$ cat src/sv/xzisp_pkg.sv
// ----------------------------------------------------------------------------
// xzisp_pkg
// Types and constants of the index size parser.
// ----------------------------------------------------------------------------
`default_nettype none

package xzisp_pkg;

	localparam int MAX_VARINT_BYTES_DEF = 9;
	localparam int VALUE_W = 63;
	localparam int SUM_W = 64;
	// Queue between front and back; power of two.
	localparam int QUEUE_DEPTH = 4;

	typedef enum logic [1:0] {
		PH_INDICATOR = 2'd0,
		PH_COUNT     = 2'd1,
		PH_RECORDS   = 2'd2,
		PH_DRAIN     = 2'd3
	} phase_t;

	typedef enum logic [1:0] {
		ST_OK         = 2'd0,
		ST_BAD_IND    = 2'd1,
		ST_BAD_VARINT = 2'd2,
		ST_TRUNC      = 2'd3
	} status_t;

	// Classified byte as handed from front to back.
	typedef struct packed {
		logic [6:0] grp;     // seven data bits
		logic       cont;    // continuation bit
		logic       is_zero; // whole byte is 0x00
		logic       last;    // final byte of the stream
	} item_t;

endpackage

`default_nettype wire

$ cat src/sv/xzisp_front.sv
// ----------------------------------------------------------------------------
// xzisp_front
// Input stage: takes one byte per transaction, classifies and registers it.
// ----------------------------------------------------------------------------
`default_nettype none

module xzisp_front (
	input  wire logic             clk,
	input  wire logic             arst_n,
	input  wire logic             byte_valid,
	output logic                  byte_ready,
	input  wire logic [7:0]       index_byte,
	input  wire logic             last_byte,
	output logic                  item_valid,
	output xzisp_pkg::item_t      item,
	input  wire logic             item_ready
);

	logic             vld_s1;
	xzisp_pkg::item_t item_s1;

	assign byte_ready = !vld_s1 || item_ready;
	assign item_valid = vld_s1;
	assign item       = item_s1;

	always_ff @(posedge clk or negedge arst_n) begin
		if (!arst_n) begin
			vld_s1 <= 1'b0;
		end else if (byte_ready) begin
			vld_s1 <= byte_valid;
		end
	end

	always_ff @(posedge clk) begin
		if (byte_valid && byte_ready) begin
			item_s1.grp     <= index_byte[6:0];
			item_s1.cont    <= index_byte[7];
			item_s1.is_zero <= (index_byte == 8'h00);
			item_s1.last    <= last_byte;
		end
	end

endmodule

`default_nettype wire

$ cat src/sv/xzisp_queue.sv
// ----------------------------------------------------------------------------
// xzisp_queue
// Short FIFO of classified bytes between front and back.
// ----------------------------------------------------------------------------
`default_nettype none

module xzisp_queue (
	input  wire logic             clk,
	input  wire logic             arst_n,
	input  wire logic             push_valid,
	input  wire xzisp_pkg::item_t push_item,
	output logic                  push_ready,
	output logic                  pop_valid,
	output xzisp_pkg::item_t      pop_item,
	input  wire logic             pop_ready
);

	localparam int DEPTH = xzisp_pkg::QUEUE_DEPTH;
	localparam int PTR_W = $clog2(DEPTH);
	localparam int CNT_W = $clog2(DEPTH + 1);

	xzisp_pkg::item_t   mem_q [DEPTH];
	logic [PTR_W-1:0]   wr_ptr_q;
	logic [PTR_W-1:0]   rd_ptr_q;
	logic [CNT_W-1:0]   count_q;
	logic               do_push;
	logic               do_pop;

	assign push_ready = (count_q != CNT_W'(DEPTH));
	assign pop_valid  = (count_q != '0);
	assign pop_item   = mem_q[rd_ptr_q];
	assign do_push    = push_valid && push_ready;
	assign do_pop     = pop_valid && pop_ready;

	always_ff @(posedge clk or negedge arst_n) begin
		if (!arst_n) begin
			wr_ptr_q <= '0;
			rd_ptr_q <= '0;
			count_q  <= '0;
		end else begin
			if (do_push) begin
				wr_ptr_q <= wr_ptr_q + PTR_W'(1);
			end
			if (do_pop) begin
				rd_ptr_q <= rd_ptr_q + PTR_W'(1);
			end
			count_q <= count_q + CNT_W'(do_push) - CNT_W'(do_pop);
		end
	end

	always_ff @(posedge clk) begin
		if (do_push) begin
			mem_q[wr_ptr_q] <= push_item;
		end
	end

endmodule

`default_nettype wire

$ cat src/sv/xzisp_back.sv
// ----------------------------------------------------------------------------
// xzisp_back
// Parser: varint decode, record walk, size sum and the result register.
// ----------------------------------------------------------------------------
`default_nettype none

module xzisp_back #(
	parameter int MAX_VARINT_BYTES = xzisp_pkg::MAX_VARINT_BYTES_DEF
) (
	input  wire logic                          clk,
	input  wire logic                          arst_n,
	input  wire logic                          item_valid,
	input  wire xzisp_pkg::item_t              item,
	output logic                               item_ready,
	output logic                               result_valid,
	input  wire logic                          result_ready,
	output logic [xzisp_pkg::SUM_W-1:0]        total_size,
	output logic [xzisp_pkg::VALUE_W-1:0]      record_total,
	output logic [1:0]                         status
);

	localparam int VW   = xzisp_pkg::VALUE_W;
	localparam int SW   = xzisp_pkg::SUM_W;
	localparam int VB_W = $clog2(MAX_VARINT_BYTES + 1);
	localparam logic [VB_W-1:0] VB_MAX = VB_W'(MAX_VARINT_BYTES);

	// Put a 7-bit group at its place in the value.
	function automatic logic [VW-1:0] place_group(input logic [6:0] grp,
			input logic [VB_W-1:0] idx);
		logic [VW-1:0] res;
		res = '0;
		for (int k = 0; k < MAX_VARINT_BYTES; k++) begin
			if (idx == VB_W'(k)) begin
				res[7*k +: 7] = grp;
			end
		end
		return res;
	endfunction

	xzisp_pkg::phase_t  phase_q, phase_d;
	logic [VW-1:0]      vval_q, vval_d;
	logic [VB_W-1:0]    vbytes_q, vbytes_d;
	logic [VW-1:0]      rec_exp_q, rec_exp_d;
	logic [VW-1:0]      rec_done_q, rec_done_d;
	logic               half_q, half_d;
	logic [SW-1:0]      sum_q, sum_d;

	logic               result_valid_q;
	logic [SW-1:0]      total_q;
	logic [VW-1:0]      rec_total_q;
	xzisp_pkg::status_t status_q;

	logic               take;
	logic [VW-1:0]      acc;
	logic [VB_W-1:0]    vb_inc;
	logic               v_bad;
	logic [SW-1:0]      sum_add;
	logic [VW-1:0]      done_inc;
	logic               emit;
	xzisp_pkg::status_t emit_status;
	logic [SW-1:0]      emit_sum;
	logic [VW-1:0]      emit_count;

	assign item_ready = !result_valid_q || result_ready;
	assign take       = item_valid && item_ready;

	assign acc      = vval_q | place_group(item.grp, vbytes_q);
	assign vb_inc   = vbytes_q + VB_W'(1);
	assign v_bad    = (vbytes_q >= VB_MAX) || ((vbytes_q != '0) && item.is_zero) ||
		(item.cont && (vb_inc >= VB_MAX));
	assign sum_add  = sum_q + {1'b0, acc};
	assign done_inc = rec_done_q + VW'(1);

	always_comb begin
		phase_d     = phase_q;
		vval_d      = vval_q;
		vbytes_d    = vbytes_q;
		rec_exp_d   = rec_exp_q;
		rec_done_d  = rec_done_q;
		half_d      = half_q;
		sum_d       = sum_q;
		emit        = 1'b0;
		emit_status = xzisp_pkg::ST_OK;
		emit_sum    = '0;
		emit_count  = '0;
		if (take) begin
			case (phase_q)
				xzisp_pkg::PH_INDICATOR: begin
					if (!item.is_zero) begin
						emit        = 1'b1;
						emit_status = xzisp_pkg::ST_BAD_IND;
					end else begin
						phase_d  = xzisp_pkg::PH_COUNT;
						vval_d   = '0;
						vbytes_d = '0;
					end
				end
				xzisp_pkg::PH_COUNT, xzisp_pkg::PH_RECORDS: begin
					if (v_bad) begin
						emit        = 1'b1;
						emit_status = xzisp_pkg::ST_BAD_VARINT;
					end else if (!item.cont) begin
						vval_d   = '0;
						vbytes_d = '0;
						if (phase_q == xzisp_pkg::PH_COUNT) begin
							rec_exp_d  = acc;
							rec_done_d = '0;
							half_d     = 1'b0;
							if (acc == '0) begin
								emit       = 1'b1;
								emit_sum   = sum_q;
								emit_count = acc;
							end else begin
								phase_d = xzisp_pkg::PH_RECORDS;
							end
						end else begin
							// second integer of a record is the uncompressed size
							if (half_q) begin
								sum_d      = sum_add;
								rec_done_d = done_inc;
								if (done_inc == rec_exp_q) begin
									emit       = 1'b1;
									emit_sum   = sum_add;
									emit_count = rec_exp_q;
								end
							end
							half_d = !half_q;
						end
					end else begin
						vval_d   = acc;
						vbytes_d = vb_inc;
					end
				end
				default: begin
				end
			endcase
			// stream ended before a result
			if (!emit && item.last && (phase_q != xzisp_pkg::PH_DRAIN)) begin
				emit        = 1'b1;
				emit_status = xzisp_pkg::ST_TRUNC;
			end
			if (emit) begin
				phase_d = xzisp_pkg::PH_DRAIN;
			end
			if (item.last) begin
				phase_d    = xzisp_pkg::PH_INDICATOR;
				vval_d     = '0;
				vbytes_d   = '0;
				rec_exp_d  = '0;
				rec_done_d = '0;
				half_d     = 1'b0;
				sum_d      = '0;
			end
		end
	end

	always_ff @(posedge clk or negedge arst_n) begin
		if (!arst_n) begin
			phase_q        <= xzisp_pkg::PH_INDICATOR;
			vval_q         <= '0;
			vbytes_q       <= '0;
			rec_exp_q      <= '0;
			rec_done_q     <= '0;
			half_q         <= 1'b0;
			sum_q          <= '0;
			result_valid_q <= 1'b0;
		end else begin
			phase_q    <= phase_d;
			vval_q     <= vval_d;
			vbytes_q   <= vbytes_d;
			rec_exp_q  <= rec_exp_d;
			rec_done_q <= rec_done_d;
			half_q     <= half_d;
			sum_q      <= sum_d;
			if (take && emit) begin
				result_valid_q <= 1'b1;
			end else if (result_ready) begin
				result_valid_q <= 1'b0;
			end
		end
	end

	always_ff @(posedge clk) begin
		if (take && emit) begin
			total_q     <= emit_sum;
			rec_total_q <= emit_count;
			status_q    <= emit_status;
		end
	end

	assign result_valid = result_valid_q;
	assign total_size   = total_q;
	assign record_total = rec_total_q;
	assign status       = status_q;

endmodule

`default_nettype wire

$ cat src/sv/xz_index_size_parser_top.sv
// ----------------------------------------------------------------------------
// xz_index_size_parser_top
// Walks the index field of an XZ container and reports the uncompressed size.
// ----------------------------------------------------------------------------
// Usage:
//   Input channel (byte_valid/byte_ready): one index byte per transaction,
//   last_byte set on the final byte of a stream. After that byte the parser
//   is back at the indicator byte of a new stream.
//   Output channel (result_valid/result_ready): one transaction per stream,
//   carrying total_size, record_total and status (0 ok, 1 nonzero indicator,
//   2 malformed varint, 3 truncated stream). On an error the sizes read zero.
//   Bytes after a result are dropped up to and including last_byte.
// Timing:
//   One byte per cycle sustained while result_ready keeps up. The byte that
//   completes a result passes the input register and the queue; the parser
//   stage then loads the result register.
//   The front holds one byte, the queue four more. While a result waits on
//   result_ready the parser holds, the queue fills and byte_ready drops.
// Reset:
//   arst_n clears the parser state, the queue and both valid flags; the
//   block is ready for bytes as soon as reset is released.
// ----------------------------------------------------------------------------
`default_nettype none

module xz_index_size_parser_top #(
	parameter int MAX_VARINT_BYTES = xzisp_pkg::MAX_VARINT_BYTES_DEF
) (
	input  wire logic                          clk,
	input  wire logic                          arst_n,
	input  wire logic                          byte_valid,
	output logic                               byte_ready,
	input  wire logic [7:0]                    index_byte,
	input  wire logic                          last_byte,
	output logic                               result_valid,
	input  wire logic                          result_ready,
	output logic [xzisp_pkg::SUM_W-1:0]        total_size,
	output logic [xzisp_pkg::VALUE_W-1:0]      record_total,
	output logic [1:0]                         status
);

	// front -> queue
	logic             fq_valid;
	logic             fq_ready;
	xzisp_pkg::item_t fq_item;

	// queue -> back
	logic             qb_valid;
	logic             qb_ready;
	xzisp_pkg::item_t qb_item;

	// Front: register the byte and split it into group, continuation,
	// zero flag and end of stream.
	xzisp_front u_front (
		.clk        (clk),
		.arst_n     (arst_n),
		.byte_valid (byte_valid),
		.byte_ready (byte_ready),
		.index_byte (index_byte),
		.last_byte  (last_byte),
		.item_valid (fq_valid),
		.item       (fq_item),
		.item_ready (fq_ready)
	);

	// Queue decouples the input side from a stalled result register.
	xzisp_queue u_queue (
		.clk        (clk),
		.arst_n     (arst_n),
		.push_valid (fq_valid),
		.push_item  (fq_item),
		.push_ready (fq_ready),
		.pop_valid  (qb_valid),
		.pop_item   (qb_item),
		.pop_ready  (qb_ready)
	);

	// Back: one byte per cycle through the varint decoder and the record
	// walk while no result waits on result_ready; the 64-bit size sum wraps.
	xzisp_back #(
		.MAX_VARINT_BYTES (MAX_VARINT_BYTES)
	) u_back (
		.clk          (clk),
		.arst_n       (arst_n),
		.item_valid   (qb_valid),
		.item         (qb_item),
		.item_ready   (qb_ready),
		.result_valid (result_valid),
		.result_ready (result_ready),
		.total_size   (total_size),
		.record_total (record_total),
		.status       (status)
	);

endmodule

`default_nettype wire

$ cat config.mk
export PLATFORM = sky130hd
export DESIGN_NAME = xz_index_size_parser_top
export DESIGN_NICKNAME = d
export VERILOG_FILES = /design/src/sv/xzisp_pkg.sv /design/src/sv/xzisp_front.sv /design/src/sv/xzisp_queue.sv /design/src/sv/xzisp_back.sv /design/src/sv/xz_index_size_parser_top.sv
export SDC_FILE = /design/constraint.sdc
export NUM_CORES = 1
export LEC_CHECK = 0
export ABC_AREA = 0
export BUFFER_PORTS_ARGS = -buffer_cell sky130_fd_sc_hd__buf_4
export CORE_ASPECT_RATIO = 0.6
export CORE_MARGIN = 3
export CORE_UTILIZATION = 40
export DETAILED_ROUTE_END_ITERATION = 8
export PLACE_DENSITY = 0.62
export SLEW_MARGIN = 20
export SYNTH_ARGS = -nofsm -noshare
export SYNTH_HDL_FRONTEND = slang
export SYNTH_HIERARCHICAL = 1
export SYNTH_SLANG_ARGS = --single-unit
$ cat constraint.sdc
create_clock -name clk -period 6.8 [get_ports clk]
set_input_delay 0.68 -clock clk [delete_from_list [all_inputs] [get_ports clk]]
set_output_delay 0.68 -clock clk [all_outputs]
set_load 0.01 [all_outputs]
# After elaboration in Yosys (flattened, before gate mapping)
# Memory sizes are Yosys's and may differ from the RTL's.
# Cells that the tools add are included.
[word_totals]
memories = 1
input_bits = 13
register_bits = 408
output_inout_bits = 131
mem_bits_rw = 40
[classes]
eq_ne = 23
addsub = 7
bitwise_logic = 3
muxes = 77
n_lt_le_gt_ge = 2
reduce_logical = 37
[mem_list]
columns = ["memory", "words", "width", "rd", "rd_clocked_by_memory_dff", "wr", "line_no", "rtl"]
rows = [
  ["u_queue.mem_q", 4, 10, 1, 0, 1, "xzisp_queue.sv:22", "xzisp_pkg::item_t mem_q [DEPTH];"],
]
[op_table]
columns = ["op", "n"]
rows = [
  ["63-bit 2-to-1 mux", 19],
  ["64-bit 2-to-1 mux", 10],
  ["63-bit one-hot mux with 2 select lines", 1],
  ["64-bit by 63-bit adder with 64-bit output", 1],
  ["63-bit by 1-bit adder with 63-bit output, second input constant", 1],
  ["63-bit == test", 1],
  ["63-bit zero test", 1],
  ["7-bit 2-to-1 mux", 9],
  ["63-bit OR", 1],
  ["1-bit 2-to-1 mux", 21],
  ["2-bit 2-to-1 mux", 9],
  ["4-bit by 3-bit == test with 1-bit output, second input constant", 4],
  ["4-bit 2-to-1 mux", 4],
  ["5-bit AND reduction", 2],
  ["3-bit nonzero test", 3],
  ["4-bit by 2-bit == test with 1-bit output, second input constant", 2],
  ["4-bit greater-or-equal comparator, second input constant", 2],
  ["1-bit logical AND", 8],
  ["8-bit zero test", 1],
  ["4-bit by 1-bit != test with 1-bit output, second input constant", 2],
  ["4-bit by 3-bit != test with 1-bit output, second input constant", 2],
  ["2-bit one-hot mux with 2 select lines", 2],
  ["4-bit one-hot mux with 2 select lines", 1],
  ["4-bit AND reduction", 2],
  ["26 further kinds", 40],
]

# Logic depth before layout (Yosys ltp)
[depth]
ltp_word = 18
mapped_depth = 19
ltp_nobuf = 18

# Cells and area by module
# The synthesis kept the hierarchy.
[modules_own_cells]
columns = ["module", "area_per_inst_um2", "n_inst", "seq_area_each_um2", "cells_per_inst"]
rows = [
  ["xzisp_back", 23496.3, 1, 10405.0, 2508],
  ["xzisp_queue", 1921.8, 1, 1376.3, 93],
  ["xzisp_front", 362.8, 1, 325.3, 17],
]

# Worst setup path after synthesis
# OpenSTA, ideal clock, no wires.
[synth_timing]
kind = "flip-flop to flip-flop"
from = "register u_back.rec_done_q[0]"
to = "register u_back.rec_total_q[0] (netlist: u_back/record_total[0]) (enable)"
path_slack_ns = -0.167
stages_incl_launch_ff = 15
setup_time_ns = 0.504
path_buffers = 2
arrival_ns = 6.463
required_time_ns = 6.296
path_cell_list = "dfrtp_1 > ha_1 > and2_1 > buf_2 > nand2_2 > or4_1 > buf_4 > or4_1 > a32oi_1 > nand4_1 > or4_4 > o31ai_2 > a21boi_1 > o22ai_1 > and2_1"
[synth_between]
elab_chain_len = 16
[synth_lines]
columns = ["item", "line_no", "rtl"]
rows = [
  ["from (decl)", "xzisp_back.sv:44", "logic [VW-1:0] rec_done_q, rec_done_d;"],
  ["from (signal assigned)", "xzisp_back.sv:172", "rec_done_q <= rec_done_d;"],
  ["63-bit by 1-bit adder with 63-bit output *", "xzisp_back.sv:72", "assign done_inc = rec_done_q + VW'(1);"],
  ["63-bit == test *", "xzisp_back.sv:121", "if (done_inc == rec_exp_q) begin"],
  ["1-bit 2-to-1 mux *", "xzisp_back.sv:121", ""],
  ["1-bit 2-to-1 mux *", "xzisp_back.sv:118", "if (half_q) begin"],
  ["1-bit 2-to-1 mux *", "xzisp_back.sv:105", "if (phase_q == xzisp_pkg::PH_COUNT) begin"],
  ["1-bit 2-to-1 mux *", "xzisp_back.sv:102", "end else if (!item.cont) begin"],
  ["1-bit 2-to-1 mux *", "xzisp_back.sv:99", "if (v_bad) begin"],
  ["1-bit one-hot mux with 2 select lines *", "xzisp_back.sv:87", "case (phase_q)"],
  ["1-bit 2-to-1 mux *", "xzisp_back.sv:86", "if (take) begin"],
  ["1-bit zero test", "xzisp_back.sv:138", "if (!emit && item.last && (phase_q != xzisp_pkg::PH_DRAIN)) begin"],
  ["1-bit logical AND (2 in series)", "xzisp_back.sv:138", ""],
  ["1-bit 2-to-1 mux *", "xzisp_back.sv:138", ""],
  ["1-bit 2-to-1 mux * (2 in series)", "xzisp_back.sv:86", ""],
  ["1-bit logical AND *", "xzisp_back.sv:184", "if (take && emit) begin"],
  ["to (signal assigned)", "xzisp_back.sv:186", "rec_total_q <= emit_count;"],
  ["to (decl)", "xzisp_back.sv:50", "logic [VW-1:0] rec_total_q;"],
]
# Mark *: on every way between the ends. The rest lies on a longest branch, timed or not. The select of a mux whose other input is x is not followed.
# A chain may end at the register's enable or synchronous reset.

==> impl_metrics.csv <==
group,metric,value,unit
finish,design.final.nets,2779,
finish,filler_cell_count,5981,
critical_path,worst_ep_required_time,7.15,ns
clock_network,worstSkewPairLatency,0.61,ns
clock_network,cts_num_sinks,448,
power_and_ir_drop,leakage,0.0126,µW
logic_synthesis,synth.lib_cells_used.distinct,93,
timing,grt_setup_unrepaired,"no",
logic_synthesis,synth_nets,2712,
critical_path,crit_path_max_fanout,12,
timing,layout_min_cycle_time,5.89,ns
route,routed_length_per_placed_instance,25.1,µm
clock_network,cts_buffers,46,
global_route,number_of_antenna_violations_at_the_first_check_in_global_routing,2,
logic_synthesis,yosys_warnings,6,
floorplanning,effective_utilization_at_floorplan,40.8,%
flow_run,maxCapViolations,0,
critical_path,cp_data_arrival_time,6.24,ns
finish,area.sequential,0.0121,mm²
timing,number_of_setup_violations_in_the_final_report,0,
finish,post_route_cells_drive_above_1_share,12.1,%
floorplanning,core-area,0.0633,mm²
placement,port_buffer_count,143,
timing,actual_transition_at_the_worst_max_transition_pin,1.13,ns
route,drt_iter0_drcs,2710,
global_route,grt_overflow_total,0,
route,route.vias.total,21952,
logic_synthesis,synth-edff-count,179,
finish,flow.area_growth_from_synthesis,13.4,%
timing,finClkSkew,0.0230,ns
critical_path,crit_path_end_kind,"register",
power_and_ir_drop,power.density_cell_area,362,mW/mm²
clock_network,tritoncts,"yes",
finish,n_antenna_cell,0,
clock_network,htreeDepth,2,
timing,drv_slew,0,
global_route,wire_length_of_the_first_global_routing_pass,134000,µm
timing,whs,0.125,ns
placement,dpl.hpwl,65800,µm
finish,post-route-util,46.2,%
finish,multiInputGateArea,0.0126,mm²
timing,hold_violations,0,
floorplanning,ios,144,
route,route.antenna.remaining_nets,0,
clock_network,cts_buffer_depth,3,
route,totalWireLength,89300,µm
finish,post_layout_instance_area,0.0292,mm²
route,drtPass1Iterations,6,
timing,setup_total_negative_slack,0,ns
logic_synthesis,gate_count_of_the_mapped_netlist,2618,
logic_synthesis,synth.cell_area,0.0258,mm²
min_path,hold_path.class,"in2async",
global_route,number_of_global_route_vias_before_repair,20573,
floorplanning,fp.dieArea,0.0676,mm²
floorplanning,die_w,334,µm
placement,postPlaceCellArea,0.0277,mm²
placement,gp_congestion,1.01,
route,drc_violations_left,0,
clock_network,cts-root-buf,"clkbuf_16",
route,vias_per_cell,6.16,
clock_network,cts.clk_slew.worst_paths,0.07,ns
logic_synthesis,synth-seq-area-share,47.0,%
clock_network,holdBufCountCts,0,
clock_network,post_cts_setup_buffer_count,0,
logic_synthesis,average_instance_area_after_synthesis,9.85,µm²
global_route,maximum_number_of_pins_on_one_net_before_global_route_repair,103,
power_and_ir_drop,worst_case_vdd_ir_drop,0.301,mV
logic_synthesis,synthArstFlopShare,60.0,%
critical_path,critical_path_startpoint_category,"register",
global_route,grtUsageTotal,26.0,%
critical_path,crit_type,"reg2reg",
logic_synthesis,synth_ff_type,"dfrtp_1",
clock_network,postCtsResizedCells,0,
logic_synthesis,synth-seq-cells,448,
outcome,outcome,"finished, final reports clean",
floorplanning,die_height,203,µm
timing,slew-limit-headroom,24.7,%
timing,timing.fmax,170,MHz
floorplanning,fp-row-count,71,
timing,min_period_over_period,86.6,%
[placed cells by master, fill, tap and decap left out, types with 23 or more instances in the layout]
cell | Yosys | routed
a21o_1 | 51 | 51
a21oi_1 | 153 | 153
a22o_1 | 76 | 76
a22oi_1 | 47 | 46
a31oi_1 | 26 | 26
and2_1 | 81 | 80
and3_1 | 23 | 23
and4_1 | 29 | 29
buf_4 | 8 | 193
clkbuf_16 | 0 | 50
dfrtp_1 | 269 | 269
edfxtp_1 | 179 | 179
ha_1 | 79 | 79
inv_1 | 111 | 111
nand2_1 | 231 | 227
nand3_1 | 67 | 66
nand4_1 | 70 | 70
nor2_1 | 171 | 167
nor3_1 | 40 | 40
nor4_1 | 33 | 30
o21ai_0 | 117 | 117
o31ai_1 | 149 | 149
xnor2_1 | 111 | 111
xor2_1 | 62 | 62
[kinds of logic after synthesis]
logic type / Yosys count / share of synthesized area (%)
simple gates: 866 / 17.6
compound gates: 742 / 19.7
flops: 448 / 47.0
buf+inv: 290 / 4.64
xor+xnor: 173 / 5.88
fa+ha+maj: 81 / 3.99
mux: 18 / 1.23
[synthesized netlist by cell type (all sizes together), types with 8 or more instances]
cell | count | area, µm²
or4 | 16 | 124
and3 | 23 | 144
o21bai | 8 | 60.1
a22o | 76 | 666
xor2 | 62 | 543
nand3 | 68 | 345
o211ai | 10 | 75.1
xnor2 | 111 | 972
edfxtp | 179 | 5380
and2 | 82 | 513
nand4 | 71 | 450
buf | 29 | 213
a211oi | 10 | 75.1
ha | 79 | 988
a211o | 8 | 70.1
clkbuf | 149 | 564
nor4 | 36 | 262
and3b | 12 | 105
inv | 111 | 417
a21o | 51 | 383
a21oi | 153 | 766
o41ai | 8 | 70.1
dfrtp | 269 | 6730
o21a | 12 | 90.1
a41oi | 8 | 70.1
nor2 | 171 | 642
mux4 | 10 | 233
a22oi | 47 | 353
o21ai | 118 | 591
nand2b | 21 | 131
and4 | 29 | 254
o31ai | 150 | 1130
nor2b | 14 | 87.6
nor3b | 8 | 71.3
nand2 | 232 | 873
a31oi | 26 | 163
or3 | 15 | 98.8
nor3 | 42 | 226
[critical path: stages, from the launching register on]
cell	delay [ns]
dfrtp_1	0.77
mux4_2	0.60
a41oi_1	0.34
inv_1	0.13
ha_1	0.21
inv_1	0.07
fa_1	0.41
nor2b_1	0.20
o2111ai_1	0.15
and3_1	0.26
o2111ai_1	0.28
a41oi_1	0.30
o21bai_1	0.41
a21oi_1	0.25
nor4b_1	0.62
o21ai_0	0.22
xnor2_1	0.18
a22o_1	0.22
[path summary, 6_finish.rpt]
kind	from	cells past startpoint	slack, ns	to
max	u_queue/rd_ptr_q[0]	17	0.91	u_back/total_size[48]
min	arst_n	1	0.13	u_back/rec_done_q[32]
max reg2reg	u_queue/rd_ptr_q[0]	17	0.91	u_back/total_size[48]
min reg2reg	u_back/vval_q[60]	2	0.48	u_back/vval_q[60]
max in group asynchronous	arst_n	2	5.30	u_back/vval_q[8]
min in group clk	last_byte	1	0.26	u_front/item[0]
[metal layers]
layer,track usage (%),part of all wire (%),vias to the layer above
met5,0,0,-
met4,5.45,2.0,0
met3,8.07,12,114
met2,34.9,39,1144
met1,40.6,47,10854
li1,-,-,9840
[where the power goes]
group,switching (µW),total [µW],internal (µW)
sequential,352,3930,3580
clock,1160,2670,1510
combinational,2760,3990,1230
[cell type report]
cell class                      count  area share (%)
Clock buffer                       63            4.62
Sequential cell                   448            41.4
Inverter                          112            1.44
Multi-Input combinational cell   1880            43.0
Timing Repair Buffer              197            5.18
Clock inverter                     23           0.745
Tap cell                          839            3.59
[flip-flops by register name, indices dropped and copies added, names as in the netlist]
| register | cells |
|---|---|
| u_queue/count_q | 3 |
| u_back/rec_done_q | 63 |
| u_back/result_valid | 1 |
| u_back/vbytes_q | 4 |
| u_front/item | 10 |
| u_queue/rd_ptr_q | 2 |
| u_back/phase_q | 2 |
| u_back/sum_q | 64 |
| u_back/rec_exp_q | 63 |
| u_front/item_valid | 1 |
| u_back/vval_q | 63 |
| u_back/status | 2 |
| u_queue/mem_q | 40 |
| u_back/record_total | 63 |
| u_back/total_size | 64 |
| u_back/half_q | 1 |
| u_queue/wr_ptr_q | 2 |
[per-stage QoR]
step	total power [µW]	instances	setup slack (ns)
after floorplan	6140	2618	1.27
after global placement	7840	3476	1.12
after CTS	10600	3562	1.09
after detailed placement	7920	3476	1.10
after global routing	11100	3562	0.654
final	10600	3562	0.914
Power figures use the tool's default switching activity.
